--- config.mk ---
export PLATFORM = sky130hd
export DESIGN_NAME = humidity_temp_frame_check_convert_flat
export DESIGN_NICKNAME = d
export VERILOG_FILES = /design/src/hw/rtl/htfc_pkg.sv /design/src/hw/rtl/htfc_if.sv /design/src/hw/rtl/htfc_front.sv /design/src/hw/rtl/htfc_queue.sv /design/src/hw/rtl/htfc_back.sv /design/src/hw/rtl/humidity_temp_frame_check_convert.sv /design/src/flat_wrapper.sv
export SDC_FILE = /design/constraint.sdc
export NUM_CORES = 1
export LEC_CHECK = 0
export CORE_MARGIN = 1.5
export CORE_UTILIZATION = 25
export CTS_CLUSTER_DIAMETER = 60
export DETAILED_ROUTE_END_ITERATION = 6
export DONT_BUFFER_PORTS = 1
export GPL_ROUTABILITY_DRIVEN = 1
export GPL_TIMING_DRIVEN = 0
export PLACE_DENSITY = 0.36
export RECOVER_POWER = 100
export SYNTH_ARGS = -nofsm -noshare
export SYNTH_HDL_FRONTEND = slang
export SYNTH_HIERARCHICAL = 1
export SYNTH_SLANG_ARGS = --single-unit
--- constraint.sdc ---
create_clock -name clk -period 5.55 [get_ports clk]
set_clock_uncertainty 0.05 [all_clocks]
set_input_delay 1.11 -clock clk [delete_from_list [all_inputs] [get_ports clk]]
set_output_delay 1.11 -clock clk [all_outputs]
set_load 0.02 [all_outputs]
--- src/hw/rtl/htfc_pkg.sv ---
// Shared types, constants and the CRC-8 byte step for the frame checker.
// No dependencies; every other file except htfc_if imports this package.
`default_nettype none

package htfc_pkg;

    localparam logic [7:0] CRC_INIT = 8'hFF;
    localparam logic [7:0] CRC_POLY = 8'h31;

    // Frame byte positions
    localparam logic [2:0] POS_TEMP_MSB  = 3'd0;
    localparam logic [2:0] POS_TEMP_LSB  = 3'd1;
    localparam logic [2:0] POS_TEMP_CRC  = 3'd2;
    localparam logic [2:0] POS_HUMID_MSB = 3'd3;
    localparam logic [2:0] POS_HUMID_LSB = 3'd4;
    localparam logic [2:0] POS_HUMID_CRC = 3'd5;

    // Status codes
    localparam logic [1:0] STATUS_OK        = 2'd0;
    localparam logic [1:0] STATUS_TEMP_CRC  = 2'd1;
    localparam logic [1:0] STATUS_HUMID_CRC = 2'd2;

    // Conversion constants: value = offset + floor(scale * raw / 65535)
    localparam logic [15:0] TEMP_OFFSET = 16'd22815;
    localparam logic [14:0] TEMP_SCALE  = 15'd17500;
    localparam logic [13:0] HUMID_SCALE = 14'd10000;
    localparam logic [15:0] TEMP_MAX    = 16'd40315;
    localparam logic [13:0] HUMID_MAX   = 14'd10000;

    localparam int QUEUE_DEPTH = 2;

    typedef struct packed {
        logic [1:0]  status;
        logic [15:0] temp_raw;
        logic [15:0] humid_raw;
    } frame_rec_t;

    function automatic logic [7:0] crc_byte(input logic [7:0] c, input logic [7:0] b);
        logic [7:0] v;
        v = c ^ b;
        for (int k = 0; k < 8; k++) begin
            if (v[7])
                v = {v[6:0], 1'b0} ^ CRC_POLY;
            else
                v = {v[6:0], 1'b0};
        end
        return v;
    endfunction

endpackage

`default_nettype wire

--- src/hw/rtl/htfc_if.sv ---
// Valid/ready channel interfaces: byte input and converted result output.
// No dependencies.
`default_nettype none

interface htfc_byte_if;
    logic       valid;
    logic       ready;
    logic [7:0] rx_byte;
    logic       frame_start;

    modport source(output valid, output rx_byte, output frame_start, input ready);
    modport sink(input valid, input rx_byte, input frame_start, output ready);
endinterface

interface htfc_result_if;
    logic        valid;
    logic        ready;
    logic [1:0]  frame_status;
    logic [15:0] temp_raw;
    logic [15:0] humid_raw;
    logic [15:0] temp_centikelvin;
    logic [13:0] humid_centipercent;

    modport source(output valid, output frame_status, output temp_raw, output humid_raw,
                   output temp_centikelvin, output humid_centipercent, input ready);
    modport sink(input valid, input frame_status, input temp_raw, input humid_raw,
                 input temp_centikelvin, input humid_centipercent, output ready);
endinterface

`default_nettype wire

--- src/hw/rtl/htfc_front.sv ---
// Front end: tracks byte position, runs the CRC, assembles frame records.
// Depends on htfc_pkg and htfc_byte_if.
`default_nettype none

module htfc_front (
    input  wire logic               clk,
    input  wire logic               rst_n,
    htfc_byte_if.sink               byte_in,
    output logic                    push,
    output htfc_pkg::frame_rec_t    rec,
    input  wire logic               q_ready
);
    import htfc_pkg::*;

    logic [2:0]  byte_count_reg, byte_count_next;
    logic [7:0]  crc_reg, crc_next;
    logic [15:0] temp_word_reg, temp_word_next;
    logic [7:0]  humid_high_reg, humid_high_next;
    logic [7:0]  humid_low_reg, humid_low_next;
    logic        temp_good_reg, temp_good_next;

    logic        accept;
    logic [2:0]  pos;
    logic [7:0]  crc_step;

    assign byte_in.ready = q_ready;
    assign accept        = byte_in.valid & q_ready;
    assign crc_step      = crc_byte((pos == POS_TEMP_LSB || pos == POS_HUMID_LSB)
                                    ? crc_reg : CRC_INIT, byte_in.rx_byte);

    always_comb
    begin
        pos = byte_in.frame_start ? POS_TEMP_MSB : byte_count_reg;
        if (pos > POS_HUMID_CRC)
            pos = POS_TEMP_MSB;
    end

    always_comb
    begin
        byte_count_next = byte_count_reg;
        crc_next        = crc_reg;
        temp_word_next  = temp_word_reg;
        humid_high_next = humid_high_reg;
        humid_low_next  = humid_low_reg;
        temp_good_next  = temp_good_reg;
        push            = 1'b0;
        rec.status      = STATUS_OK;
        rec.temp_raw    = temp_word_reg;
        rec.humid_raw   = {humid_high_reg, humid_low_reg};
        if (!temp_good_reg)
            rec.status = STATUS_TEMP_CRC;
        else if (crc_reg != byte_in.rx_byte)
            rec.status = STATUS_HUMID_CRC;
        if (accept)
        begin
            byte_count_next = pos + 3'd1;
            unique case (pos)
                POS_TEMP_MSB:
                begin
                    crc_next       = crc_step;
                    temp_word_next = {byte_in.rx_byte, 8'h00};
                end
                POS_TEMP_LSB:
                begin
                    crc_next       = crc_step;
                    temp_word_next = {temp_word_reg[15:8], byte_in.rx_byte};
                end
                POS_TEMP_CRC:
                begin
                    temp_good_next = (crc_reg == byte_in.rx_byte);
                    crc_next       = CRC_INIT;
                end
                POS_HUMID_MSB:
                begin
                    crc_next        = crc_step;
                    humid_high_next = byte_in.rx_byte;
                end
                POS_HUMID_LSB:
                begin
                    crc_next       = crc_step;
                    humid_low_next = byte_in.rx_byte;
                end
                default:
                begin
                    // sixth byte: emit the record and wrap the count
                    push            = 1'b1;
                    crc_next        = CRC_INIT;
                    byte_count_next = POS_TEMP_MSB;
                end
            endcase
        end
    end

    always_ff @(posedge clk or negedge rst_n)
    begin
        if (!rst_n)
        begin
            byte_count_reg <= POS_TEMP_MSB;
            crc_reg        <= CRC_INIT;
            temp_word_reg  <= '0;
            humid_high_reg <= '0;
            humid_low_reg  <= '0;
            temp_good_reg  <= 1'b0;
        end
        else
        begin
            byte_count_reg <= byte_count_next;
            crc_reg        <= crc_next;
            temp_word_reg  <= temp_word_next;
            humid_high_reg <= humid_high_next;
            humid_low_reg  <= humid_low_next;
            temp_good_reg  <= temp_good_next;
        end
    end

endmodule

`default_nettype wire

--- src/hw/rtl/htfc_queue.sv ---
// Short record queue between the front end and the conversion back end.
// Depends on htfc_pkg.
`default_nettype none

module htfc_queue (
    input  wire logic               clk,
    input  wire logic               rst_n,
    input  wire logic               push,
    input  htfc_pkg::frame_rec_t    push_rec,
    output logic                    not_full,
    output logic                    pop_valid,
    output htfc_pkg::frame_rec_t    pop_rec,
    input  wire logic               pop_ready
);
    import htfc_pkg::*;

    localparam int PTR_W = (QUEUE_DEPTH > 1) ? $clog2(QUEUE_DEPTH) : 1;
    localparam int CNT_W = $clog2(QUEUE_DEPTH + 1);

    frame_rec_t       mem [QUEUE_DEPTH];
    logic [PTR_W-1:0] wr_ptr_reg, wr_ptr_next;
    logic [PTR_W-1:0] rd_ptr_reg, rd_ptr_next;
    logic [CNT_W-1:0] count_reg, count_next;
    logic             do_push, do_pop;

    assign not_full  = (count_reg != CNT_W'(QUEUE_DEPTH));
    assign pop_valid = (count_reg != '0);
    assign pop_rec   = mem[rd_ptr_reg];
    assign do_push   = push & not_full;
    assign do_pop    = pop_valid & pop_ready;

    always_comb
    begin
        wr_ptr_next = wr_ptr_reg;
        rd_ptr_next = rd_ptr_reg;
        if (do_push)
            wr_ptr_next = (wr_ptr_reg == PTR_W'(QUEUE_DEPTH - 1)) ? '0 : wr_ptr_reg + 1'b1;
        if (do_pop)
            rd_ptr_next = (rd_ptr_reg == PTR_W'(QUEUE_DEPTH - 1)) ? '0 : rd_ptr_reg + 1'b1;
        count_next = count_reg + CNT_W'(do_push) - CNT_W'(do_pop);
    end

    always_ff @(posedge clk)
    begin
        if (do_push)
            mem[wr_ptr_reg] <= push_rec;
    end

    always_ff @(posedge clk or negedge rst_n)
    begin
        if (!rst_n)
        begin
            wr_ptr_reg <= '0;
            rd_ptr_reg <= '0;
            count_reg  <= '0;
        end
        else
        begin
            wr_ptr_reg <= wr_ptr_next;
            rd_ptr_reg <= rd_ptr_next;
            count_reg  <= count_next;
        end
    end

endmodule

`default_nettype wire

--- src/hw/rtl/htfc_back.sv ---
// Back end: two-stage conversion pipeline (scale multiply, divide by 65535)
// feeding the result register. Depends on htfc_pkg and htfc_result_if.
`default_nettype none

module htfc_back (
    input  wire logic               clk,
    input  wire logic               rst_n,
    input  wire logic               q_valid,
    input  htfc_pkg::frame_rec_t    q_rec,
    output logic                    q_ready,
    htfc_result_if.source           result_out
);
    import htfc_pkg::*;

    logic        s1_valid_reg;
    frame_rec_t  s1_rec_reg;
    logic [30:0] s1_tprod_reg;
    logic [29:0] s1_hprod_reg;

    logic        out_valid_reg;
    logic [1:0]  out_status_reg;
    logic [15:0] out_traw_reg;
    logic [15:0] out_hraw_reg;
    logic [15:0] out_tck_reg;
    logic [13:0] out_hcp_reg;

    logic        out_adv, s1_adv;
    logic [31:0] tsum, hsum;
    logic [15:0] tck_next;
    logic [13:0] hcp_next;

    assign out_adv = !out_valid_reg | result_out.ready;
    assign s1_adv  = !s1_valid_reg | out_adv;
    assign q_ready = s1_adv;

    // floor(x / 65535) = (x + (x >> 16) + 1) >> 16 for the quotients seen here
    assign tsum = {1'b0, s1_tprod_reg} + 32'(s1_tprod_reg[30:16]) + 32'd1;
    assign hsum = {2'b00, s1_hprod_reg} + 32'(s1_hprod_reg[29:16]) + 32'd1;

    always_comb
    begin
        tck_next = '0;
        hcp_next = '0;
        if (s1_rec_reg.status == STATUS_OK)
        begin
            tck_next = TEMP_OFFSET + tsum[31:16];
            hcp_next = hsum[29:16];
        end
    end

    always_ff @(posedge clk)
    begin
        if (s1_adv && q_valid)
        begin
            s1_rec_reg   <= q_rec;
            s1_tprod_reg <= 31'(q_rec.temp_raw) * 31'(TEMP_SCALE);
            s1_hprod_reg <= 30'(q_rec.humid_raw) * 30'(HUMID_SCALE);
        end
        if (out_adv && s1_valid_reg)
        begin
            out_status_reg <= s1_rec_reg.status;
            out_traw_reg   <= s1_rec_reg.temp_raw;
            out_hraw_reg   <= s1_rec_reg.humid_raw;
            out_tck_reg    <= tck_next;
            out_hcp_reg    <= hcp_next;
        end
    end

    always_ff @(posedge clk or negedge rst_n)
    begin
        if (!rst_n)
        begin
            s1_valid_reg  <= 1'b0;
            out_valid_reg <= 1'b0;
        end
        else
        begin
            if (s1_adv)
                s1_valid_reg <= q_valid;
            if (out_adv)
                out_valid_reg <= s1_valid_reg;
        end
    end

    assign result_out.valid              = out_valid_reg;
    assign result_out.frame_status       = out_status_reg;
    assign result_out.temp_raw           = out_traw_reg;
    assign result_out.humid_raw          = out_hraw_reg;
    assign result_out.temp_centikelvin   = out_tck_reg;
    assign result_out.humid_centipercent = out_hcp_reg;

endmodule

`default_nettype wire

--- src/hw/rtl/humidity_temp_frame_check_convert.sv ---
// Sensor frame checker: one byte accepted per cycle while the queue has room; one result per six-byte frame.
// Path: the sixth byte's record is written to the queue, then registered in the
// scale-multiply stage, then in the divide/offset stage that drives the result.
// Throughput: one byte every cycle; input stalls only when the two-entry queue is full.
// Reset (rst_n, async, active low) clears the byte count, CRC, queue and pipeline valids.
// Depends on htfc_pkg, htfc_if, htfc_front, htfc_queue, htfc_back.
`default_nettype none

module humidity_temp_frame_check_convert (
    input  wire logic       clk,
    input  wire logic       rst_n,
    htfc_byte_if.sink       byte_in,
    htfc_result_if.source   result_out
);
    import htfc_pkg::*;

    logic       push;
    logic       q_not_full;
    logic       q_valid;
    logic       q_ready;
    frame_rec_t push_rec;
    frame_rec_t q_rec;

    htfc_front u_front (
        .clk     (clk),
        .rst_n   (rst_n),
        .byte_in (byte_in),
        .push    (push),
        .rec     (push_rec),
        .q_ready (q_not_full)
    );

    htfc_queue u_queue (
        .clk       (clk),
        .rst_n     (rst_n),
        .push      (push),
        .push_rec  (push_rec),
        .not_full  (q_not_full),
        .pop_valid (q_valid),
        .pop_rec   (q_rec),
        .pop_ready (q_ready)
    );

    htfc_back u_back (
        .clk        (clk),
        .rst_n      (rst_n),
        .q_valid    (q_valid),
        .q_rec      (q_rec),
        .q_ready    (q_ready),
        .result_out (result_out)
    );

`ifndef SYNTHESIS
    a_err_zero: assert property (@(posedge clk) disable iff (!rst_n)
        (result_out.valid && result_out.frame_status != STATUS_OK) |->
        (result_out.temp_centikelvin == '0 && result_out.humid_centipercent == '0))
        else $error("converted fields nonzero on CRC error");

    a_ok_range: assert property (@(posedge clk) disable iff (!rst_n)
        (result_out.valid && result_out.frame_status == STATUS_OK) |->
        (result_out.temp_centikelvin >= TEMP_OFFSET && result_out.temp_centikelvin <= TEMP_MAX
         && result_out.humid_centipercent <= HUMID_MAX))
        else $error("converted value out of range");

    a_push_no_start: assert property (@(posedge clk) disable iff (!rst_n)
        push |-> (!byte_in.frame_start && q_not_full))
        else $error("record pushed on a frame start byte or into a full queue");

    a_status_code: assert property (@(posedge clk) disable iff (!rst_n)
        q_valid |-> (q_rec.status == STATUS_OK || q_rec.status == STATUS_TEMP_CRC
                     || q_rec.status == STATUS_HUMID_CRC))
        else $error("queued record holds an unknown status");
`endif

endmodule

`default_nettype wire

--- src/flat_wrapper.sv ---
// flat-port wrapper written by rule: the top's interface ports become plain ports
module humidity_temp_frame_check_convert_flat import htfc_pkg::*;
  (clk, rst_n, byte_in_valid, byte_in_rx_byte, byte_in_frame_start, byte_in_ready, result_out_valid, result_out_frame_status, result_out_temp_raw, result_out_humid_raw, result_out_temp_centikelvin, result_out_humid_centipercent, result_out_ready);
  htfc_byte_if byte_in_i ();
  htfc_result_if result_out_i ();
  input  wire logic clk;
  input  wire logic rst_n;
  input wire logic [$bits(byte_in_i.valid)-1:0] byte_in_valid;
  input wire logic [$bits(byte_in_i.rx_byte)-1:0] byte_in_rx_byte;
  input wire logic [$bits(byte_in_i.frame_start)-1:0] byte_in_frame_start;
  output wire logic [$bits(byte_in_i.ready)-1:0] byte_in_ready;
  output wire logic [$bits(result_out_i.valid)-1:0] result_out_valid;
  output wire logic [$bits(result_out_i.frame_status)-1:0] result_out_frame_status;
  output wire logic [$bits(result_out_i.temp_raw)-1:0] result_out_temp_raw;
  output wire logic [$bits(result_out_i.humid_raw)-1:0] result_out_humid_raw;
  output wire logic [$bits(result_out_i.temp_centikelvin)-1:0] result_out_temp_centikelvin;
  output wire logic [$bits(result_out_i.humid_centipercent)-1:0] result_out_humid_centipercent;
  input wire logic [$bits(result_out_i.ready)-1:0] result_out_ready;
  assign byte_in_i.valid = byte_in_valid;
  assign byte_in_i.rx_byte = byte_in_rx_byte;
  assign byte_in_i.frame_start = byte_in_frame_start;
  assign byte_in_ready = byte_in_i.ready;
  assign result_out_valid = result_out_i.valid;
  assign result_out_frame_status = result_out_i.frame_status;
  assign result_out_temp_raw = result_out_i.temp_raw;
  assign result_out_humid_raw = result_out_i.humid_raw;
  assign result_out_temp_centikelvin = result_out_i.temp_centikelvin;
  assign result_out_humid_centipercent = result_out_i.humid_centipercent;
  assign result_out_i.ready = result_out_ready;
  humidity_temp_frame_check_convert u_core (.clk(clk), .rst_n(rst_n), .byte_in(byte_in_i), .result_out(result_out_i));
endmodule
Word-level counts from Yosys, hierarchy flattened
Memory sizes are Yosys's and may differ from the RTL's.
Cells that the tools add are included.
W data, S select, Z words.
{"block": "totals", "ff_bits": 203, "latchBits": 0, "ram_bits": 68, "romBits": 0, "out_inout_bits": 66, "memories": 1}
{"block": "op_classes", "addsub": 10, "n_mul": 2, "n_div": 0, "magnitude_cmp": 1, "eq_ne": 7, "shifts": 0, "mux": 22, "bitwise": 15, "reduce_logical": 16}
{"memory": "u_core.u_queue.mem", "depth": 2, "width": 34, "rd": 1, "rd_ports_with_merged_regs": 0, "wr": 1, "line": "htfc_queue.sv:20", "source": "frame_rec_t mem [QUEUE_DEPTH];"}
{"operator": "$mux W6", "n": 8}
{"operator": "$add A31 B15 Y32", "n": 1}
{"operator": "$add A32 B1 Y32 const B", "n": 1}
{"operator": "$pmux W16 S2", "n": 1}
{"operator": "$add A30 B1 Y30 const B", "n": 1}
{"operator": "$add A30 B14 Y30", "n": 1}
{"operator": "$mul A16 B13 Y29 const B", "n": 1}
{"operator": "$mul A16 B10 Y26 const B", "n": 1}
{"operator": "$not A3 Y3", "n": 8}
{"operator": "$add A15 B16 Y16 const A", "n": 1}
{"operator": "$mux W8", "n": 2}
{"operator": "$mux W3", "n": 3}
{"operator": "$eq A8 B8 Y1", "n": 1}
{"operator": "$ne A8 B8 Y1", "n": 1}
{"operator": "$reduce_and A2 Y1", "n": 4}
{"operator": "$xor A8 B8 Y8", "n": 1}
{"operator": "$eq A3 B2 Y1 const B", "n": 2}
{"operator": "$mux W1", "n": 6}
{"operator": "$reduce_or A5 Y1", "n": 1}
{"operator": "$mux W2", "n": 2}
{"operator": "$reduce_bool A2 Y1", "n": 2}
{"operator": "$reduce_or A4 Y1", "n": 1}
{"operator": "$add A3 B1 Y3 const B", "n": 1}
{"operator": "$and A1 B1 Y1", "n": 3}
{"operator": "15 further kinds", "n": 19}

Longest topological paths before layout
Gate-level depths: netlist of run 1.
{"block": "logic_depth", "ltp_word": 24, "depth_mapped": 23, "ltp_nobuf": 21}

By module
Netlist of run 1, hierarchy kept.
{"mod": "htfc_back", "n_inst": 1, "cells_each": 1059, "area_each_um2": 12141.6, "seq_area_each_um2": 4494.3}
{"mod": "htfc_queue", "n_inst": 1, "cells_each": 128, "area_each_um2": 2682.6, "seq_area_each_um2": 2142.1}
{"mod": "htfc_front", "n_inst": 1, "cells_each": 185, "area_each_um2": 2288.4, "seq_area_each_um2": 1111.1}

Worst setup path after synthesis of run 1
Ideal clock, no wire load.
{"block": "synth_timing", "path_type": "register -> register", "start": "register u_core.u_queue.rd_ptr_reg", "end": "register u_core.u_back.s1_tprod_reg[29] (data pin)", "setup_ns": 0.269, "arrival_time_ns": 5.135, "path_slack_ns": 0.096, "path_stages_with_launch": 22, "path_buffers": 2, "period_less_slack_ns": 5.454, "path_cell_list": "dfrtp_1 buf_2 buf_6 mux2_2 ha_1 inv_1 fa_1 inv_1 ha_1 fa_1 inv_1 fa_1 inv_1 ha_1 a21o_1 a2111o_1 o21ai_0 a21oi_1 a21o_1 a311oi_1 o31ai_1 xor2_1"}
{"item": "from (decl)", "line": "htfc_queue.sv:22", "source": "logic [PTR_W-1:0] rd_ptr_reg, rd_ptr_next;"}
{"item": "from (signal assigned)", "line": "htfc_queue.sv:60", "source": "rd_ptr_reg <= rd_ptr_next;"}
{"item": "to (signal assigned)", "line": "htfc_back.sv:56", "source": "s1_tprod_reg <= 31'(q_rec.temp_raw) * 31'(TEMP_SCALE);"}
{"item": "to (decl)", "line": "htfc_back.sv:17", "source": "logic [30:0] s1_tprod_reg;"}

==> results by stage, run 1 <==
Die:
- The height of the die is roughly 260 µm.
- The number of top-level design ports is 79.
- The floorplan has 95 rows.
- The core footprint is 67500 µm².
- The die covers between 70000 and 80000 µm².
- The die width is ~260 µm.
- For this configuration, the core starts out at a cell density of 25.3%.

Worst setup path:
- The element type at the critical path start is a flop.
- The kind of critical path is reg -> reg.
- Along the worst path, the maximum fanout reaches 10.
- STA classifies the critical path endpoint as a flop.
- Data on the critical path is required at its endpoint by 5.78 ns.
- The path depth of the worst reg2reg path is 21.
- Data on the critical path arrives at its endpoint at 5.61 ns.

Run:
- Across the run, the number of max-cap violations was 4.

STA:
- The routed design could run at a clock period as short as 5.37 ns.
- The worst max-slew margin expressed relative to the limit is -120%.
- The post-route fraction of the period consumed by the critical path is 96.8%.
- The number of pins with negative max-slew slack in the final report was 168.
- The final worst setup slack is around 0.18 ns.
- The post-route setup TNS is 0 ns.
- The hold violation total from the final report was 0.
- The final setup violation count is 0.
- The worst-margin pin slew is 3.30 ns.
- The final-layout worst hold slack is 0.206 ns.
- Timing would allow up to between 150 and 200 MHz.

Logic synthesis:
- The number of distinct library cells after synthesis is 88.
- Counting flops with a built-in enable in the synthesized netlist gives between 200 and 250.
- In the post-synthesis netlist, the biggest area contributors are edfxtp_1, ha_1, fa_1.
- The number of warnings issued by yosys is 6.
- In the synthesized netlist the dominant register cell turns out to be edfxtp_1.
- The post-synthesis register bit count is 266.
- After synthesis, the share of flip-flops with an asynchronous set or reset is about a fifth.
- The biggest area contributor in the post-synthesis netlist is edfxtp_1.
- Summing the sequential cell areas from Yosys gives 45.3% of the chip area.
- The post-synthesis average cell area is approximately 12 µm².
- The area share of the largest cell type after synthesis is 37.9%.
- Summing every instance area after synthesis gives about 17000 µm².
- By count the netlist is led by edfxtp_1, inv_1, ha_1.
- The number of cells produced by synthesis is 1372.
- The number of nets in the synthesized netlist is 1662.

Status:
- The run finished, with violations left.
- The final reports fail on capacitance limit, slew limit.

Global route:
- Global routing used between 10% and 20% of the available tracks across all layers.
- The met2 track utilization from global routing is 19.1%.
- The via count of the first global-routing pass is 10.6k.
- The first global-routing pass estimated 63500 µm of wire.
- The initial antenna violation count came to 0.
- The global-route track usage on met3 is 2.05%.
- Entering global routing, the biggest net connects 61 pins.
- The busiest layer in global routing is met2.
- The global routing usage on met1 is ~16%.
- For this run the aggregate overflow at the end of global routing stands at 0.

Drt:
- The remaining antenna violation count after routing is 0.
- The final routed wirelength across all metal layers is around 41000 µm.
- In the routed layout, each cell is associated on average with a via count of approximately 4.3.
- The detailed-route DRC error count is 0.
- The initial detailed-routing violation count is around 480.
- The average detailed-routed wire length per instance is 17.3 µm.
- The first detailed-routing pass took 5 iterations.
- For this block, the via count after detailed routing is 10.2k.

Final layout:
- The post-route netlist has 16.2% of its cells at a drive strength greater than 1.
- The footprint of the flip-flops and latches is about 7700 µm².
- In the final layout, the multi-input gates occupy 8710 µm².
- The layout overhead on the synthesized area is 17.4%.
- The final layout contains 1738 nets.
- The register with the most flip-flops in the layout has 68 of them.
- The total inserted antenna cells is 0.
- The number of fill cells is 6896.
- The number of cells in the finished layout apart from fillers is 2352.

Place:
- Summed over all nets, the half-perimeter wirelength after detailed placement is about 30000 µm.
- Timing analysis after detailed placement gives a worst setup slack of -0.590 ns.
- The number of placed instances, taps included, is 2249.
- Port buffering added 0 buffers.
- Routability-driven placement finished with a final weighted congestion of around 0.75.

Clock tree:
- The clock input transition at the sequential cells of the worst setup and hold paths is 0.06 ns.
- The clock net in this run drives a total of 266 sinks.
- The clock latency reported for the late side of the worst-skew pair is 0.55 ns.
- The cts-stage hold buffer count is 0.
- The maximum level of the CTS H-tree is 2.
- The tree is rooted in a clkbuf_16.
- TritonCTS built the clock tree.
- The number of buffers created by CTS is 41.
- In this run the deepest clock path goes through 3 buffers.

Worst hold path:
- The worst min-delay path class is in -> async.
[critical path, stage by stage, from the launching register on]
cell and delay [ns]:
dfrtp_1 0.38, buf_8 0.16, buf_12 0.15, mux2_4 0.32, ha_1 0.28, inv_1 0.05, fa_1 0.50, inv_1 0.07
ha_4 0.24, fa_1 0.47, inv_1 0.05, fa_1 0.52, inv_1 0.06, ha_4 0.24, and3_4 0.18, a2111o_1 0.40
o21ai_2 0.08, a21oi_2 0.07, a21o_1 0.22, a311oi_2 0.32, o31ai_1 0.14, xor2_1 0.15
[final cells by class]
type,instances,share of cell area [%]
inverters,216,4.10
repair buffers,33,1.13
clock buffers,51,5.49
multi-input cells,870,43.3
clock inverters,23,1.10
well taps,873,5.44
flip-flops and latches,266,38.6
plain buffers,20,0.859
[through the flow]
| step | area (µm²) | util (%) |
|---|---|---|
| floorplan | 17100 | - |
| global placement | 18200 | 27.0 |
| detailed placement | 18300 | 27.1 |
| CTS | 19900 | 29.4 |
| global route | 20100 | 29.8 |
| finish | 20100 | 29.8 |
[kinds of logic (layout without fill, tap and decap cells)]
| kind of cell | count (synthesis) | count (layout) | synth area share, % |
|---|---|---|---|
| AND/OR/NAND/NOR | 224 | 224 | 7.18 |
| buffers and inverters | 236 | 343 | 5.56 |
| multiplexers | 63 | 63 | 4.11 |
| adder cells (fa/ha/maj) | 277 | 277 | 23.8 |
| flip-flops | 266 | 266 | 45.3 |
| XOR/XNOR | 97 | 97 | 5.46 |
| AO/OA/AOI/OAI | 209 | 209 | 8.66 |
[metal layers]
layer | vias up | wire length, µm
li1 | 5009 | -
met1 | 5030 | 20100
met2 | 122 | 18700
met3 | 51 | 1200
met4 | 0 | 761
met5 | - | 0
[what timing repair did]
item | 4_1_cts | 5_1_grt
buffers inserted | 10 | 19
gates resized for setup | 39 | 51
pin swaps | 3 | 15
setup endpoints to repair | 18 | 13
[cells in the final DEF (no fill, tap or decap), drive strengths merged, types with 10 or more instances in the layout]
cell type  count
inv          222
edfxtp       216
ha           197
fa            80
clkbuf        69
xnor2         58
mux2          58
nor2          53
a21oi         51
dfrtp         42
o21ai         42
nand2         40
xor2          35
buf           35
a21o          21
nor3          20
and3          15
nand3         14
nand2b        12
nor4          12
o21a          11
or3           11
a211oi        11
clkinv        11
and2          10
[worst paths after layout]
path | startpoint | end | slack [ns]
setup / recovery | u_core/u_queue/rd_ptr_reg | u_core/u_back/s1_tprod_reg[29] | 0.18
hold / removal | rst_n | u_core/u_queue/count_reg[1] | 0.21
setup reg to reg | u_core/u_queue/rd_ptr_reg | u_core/u_back/s1_tprod_reg[29] | 0.18
hold reg to reg | u_core/u_back/s1_rec_reg[20] | u_core/u_back/result_out.temp_raw[4] | 0.36
max in group asynchronous | rst_n | u_core/u_front/crc_reg[4] | 5.06
min in group clk | u_core/u_back/s1_rec_reg[20] | u_core/u_back/result_out.temp_raw[4] | 0.36
Power of run 1 is left out: the tool's default activity adds up to more than one toggle a clock period on the data nets, which glitch-free logic cannot reach.
==> inputs of run 2 (changes only) <==
--- a/config.mk
+++ b/config.mk
@@ -5,14 +5,14 @@
 export SDC_FILE = /design/constraint.sdc
 export NUM_CORES = 1
 export LEC_CHECK = 0
-export CORE_MARGIN = 1.5
+export CORE_MARGIN = 10
 export CORE_UTILIZATION = 25
 export CTS_CLUSTER_DIAMETER = 60
 export DETAILED_ROUTE_END_ITERATION = 6
 export DONT_BUFFER_PORTS = 1
 export GPL_ROUTABILITY_DRIVEN = 1
 export GPL_TIMING_DRIVEN = 0
-export PLACE_DENSITY = 0.36
+export PLACE_DENSITY = 0.34
 export RECOVER_POWER = 100
 export SYNTH_ARGS = -nofsm -noshare
 export SYNTH_HDL_FRONTEND = slang
==> constraint.sdc (replaced) <==
create_clock -name clk -period 6.7 [get_ports clk]
set_clock_uncertainty 0.05 [all_clocks]
set_input_delay 1.34 -clock clk [delete_from_list [all_inputs] [get_ports clk]]
set_output_delay 1.34 -clock clk [all_outputs]
set_load 0.02 [all_outputs]
==> run 2 against run 1 <==
Against the previous run:
- the run still ends with capacitance limit, slew limit left
- count of clock-buffer cells in the layout grew 3
- highest routed layer unchanged
- utilization shrank 0.87 points
- critical endpoint unchanged
- global-route usage down 1.1 points
- die area up 13%
==> results by stage, run 2 (synthesis gave the netlist of run 1 again) <==
Final layout:
- The flip-flop count of the largest register after layout is 68 (unchanged).
- The final net count is 1708 (was 1738).
- Commonest non-fill, non-tap cells in the layout: inv_1, edfxtp_1, ha_1 (was edfxtp_1, inv_1, ha_1).
- The total inserted antenna cells is 0 (unchanged).
- The layout overhead on the synthesized area is 14.0% (was 17.4%).
- The fraction of final layout cells with drive strength greater than 1 is 9.45% (was 16.2%).

Place:
- The final weighted congestion in routability-driven placement is 0.741 (was 0.752).
- The number of buffers inserted by port buffering came to 0 (unchanged).
- The total half-perimeter wirelength after legalization and detailed placement is 30900 µm (was 29700 µm).

STA:
- The post-route fraction of the period consumed by the critical path is 93.0% (was 96.8%).
- The highest attainable clock frequency is 160 MHz (was 186 MHz).
- The number of pins with negative max-slew slack in the final report is 188 (was 168).
- Setup repair after global routing left no endpoint under its margin.
- The worst max-slew margin expressed relative to the limit is -135% (was -120%).
- The worst-margin pin slew came to 3.52 ns (was 3.30 ns).
- The minimum period implied by the final worst setup slack came to 6.23 ns (was 5.37 ns).
- The hold violation total from the final report is 0 (unchanged).
- The final setup violation count is 0 (unchanged).
- The post-route setup TNS came to 0 ns (unchanged).

Clock tree:
- The number of buffers created by CTS is 40 (was 41).
- The post-cts resize count was 0 (was 39).
- The clock tree from TritonCTS is done (unchanged).
- The library cell used as clock root buffer is clkbuf_16 (unchanged).
- The buffer depth of the longest clock path is 3 (unchanged).
- The maximum level of the CTS H-tree came to 2 (unchanged).
- The clock latency reported for the late side of the worst-skew pair is 0.57 ns (was 0.55 ns).
- The cts-stage hold buffer count was 0 (unchanged).
- The post-CTS setup repair buffer count came to 0 (was 10).
- The TritonCTS sink count is 266 (unchanged).
- The clock input transition at the sequential cells of the worst setup and hold paths is 0.05 ns (was 0.06 ns).

Die:
- The floorplan row count is 95 (unchanged).
- The core footprint is 67500 µm² (unchanged).
- The number of top-level design ports is 79 (unchanged).
- The die width is 282 µm (was 265 µm).
- The area of the die is 79300 µm² (was 70000 µm²).
- The effective utilization at floorplan was 25.3% (unchanged).
- The height of the die is 282 µm (was 265 µm).

Global route:
- The first-pass GRT wire length is 64600 µm (was 63500 µm).
- The total overflow reported by the global router is 0 (unchanged).
- The overall routing resource usage is 10.7% (was 11.8%).
- The initial antenna violation count is 0 (unchanged).
- The maximum number of pins on one net before global-route repair came to 61 (unchanged).
- The via count of the first global-routing pass was 10.5k (was 10.6k).

Worst setup path:
- The element type at the critical path start is a flop (unchanged).
- The data arrival time of the critical path is 6.47 ns (was 5.61 ns).
- The kind of end point of the critical path is a flop (unchanged).
- The maximum fanout along the worst path was 10 (unchanged).
- The required time at the endpoint of the critical path was 6.94 ns (was 5.78 ns).
- The kind of critical path is reg -> reg (unchanged).

Drt:
- The final routed wirelength across all metal layers is 41700 µm (was 40700 µm).
- The average detailed-routed wire length per instance is 18.0 µm (was 17.3 µm).
- The detailed-route DRC error count came to 0 (unchanged).
- The via total after detailed routing is 9879 (was 10.2k).
- The via count normalized by instance count is 4.25 (was 4.34).
- The number of search-and-repair iterations in the first detailed-routing pass was 4 (was 5).
- The initial detailed-routing violation count is 466 (was 478).
- The remaining antenna violation count after routing is 0 (unchanged).

Status:
- Run status: finished, violations left (unchanged).
- Violations in the final reports: capacitance limit, slew limit (unchanged).

Run:
- The number of maximum-capacitance violations came to 5 (was 4).

Worst hold path:
- The worst min-delay path class is reg -> reg (was in -> async).
run 2: worst paths after layout:
kind                                               from                                   end  slack, ns  cells past startpoint
max                           u_core/u_queue/rd_ptr_reg        u_core/u_back/s1_tprod_reg[29]       0.47                     19
min                        u_core/u_back/s1_rec_reg[17]  u_core/u_back/result_out.temp_raw[1]       0.37                      0
max reg2reg                   u_core/u_queue/rd_ptr_reg        u_core/u_back/s1_tprod_reg[29]       0.47                     19
min reg2reg                u_core/u_back/s1_rec_reg[17]  u_core/u_back/result_out.temp_raw[1]       0.37                      0
max in group asynchronous                         rst_n             u_core/u_front/crc_reg[1]       5.97                      0
min in group asynchronous                         rst_n      u_core/u_front/humid_high_reg[6]       0.42                      0
run 2: stage by stage:
stage / utilization (%) / instances / area (µm²) / hold slack (ns) / worst slack, ns
2_1_floorplan: - / 1372 / 17100 / 0.350 / 1.25
5_1_grt: 28.9 / 2322 / 19500 / 0.370 / 0.0983
4_1_cts: 29.1 / 2322 / 19700 / 0.367 / 0.493
3_3_place_gp: 27.0 / 2245 / 18200 / 0.356 / 0.150
3_5_place_dp: 27.1 / 2249 / 18300 / 0.355 / 0.524
6_report: 28.9 / 2322 / 19500 / 0.366 / 0.468
run 2: area by class of cell:
cell class	instances	area, µm²
Inverter	216	811
Clock buffer	54	1070
Tap cell	873	1090
Fill cell	6952	48000
Multi-Input combinational cell	870	8360
Clock inverter	19	270
Sequential cell	266	7750
Timing Repair Buffer	4	15.0
Buffer	20	136
run 2: worst max-delay path, cell delays in order (launching register included):
cell and delay (ns):
dfrtp_1 0.31, buf_2 0.27, buf_6 0.22, mux2_1 0.56, ha_1 0.41, fa_1 0.46, ha_1 0.32, fa_1 0.51
inv_1 0.06, fa_1 0.54, inv_1 0.04, ha_1 0.36, and3_1 0.23, a2111o_1 0.38, o21ai_0 0.08, a21oi_1 0.12
a21o_1 0.27, a311oi_1 0.46, o31ai_1 0.15, xor2_1 0.16
run 2: routing by layer:
layer | share of wire (%) | track usage [%]
met5 | 0 | 0
met4 | 2.0 | 2.98
met3 | 3.3 | 1.98
met2 | 45 | 16.9
met1 | 49 | 14.7
Power of run 2 is left out for the same reason.
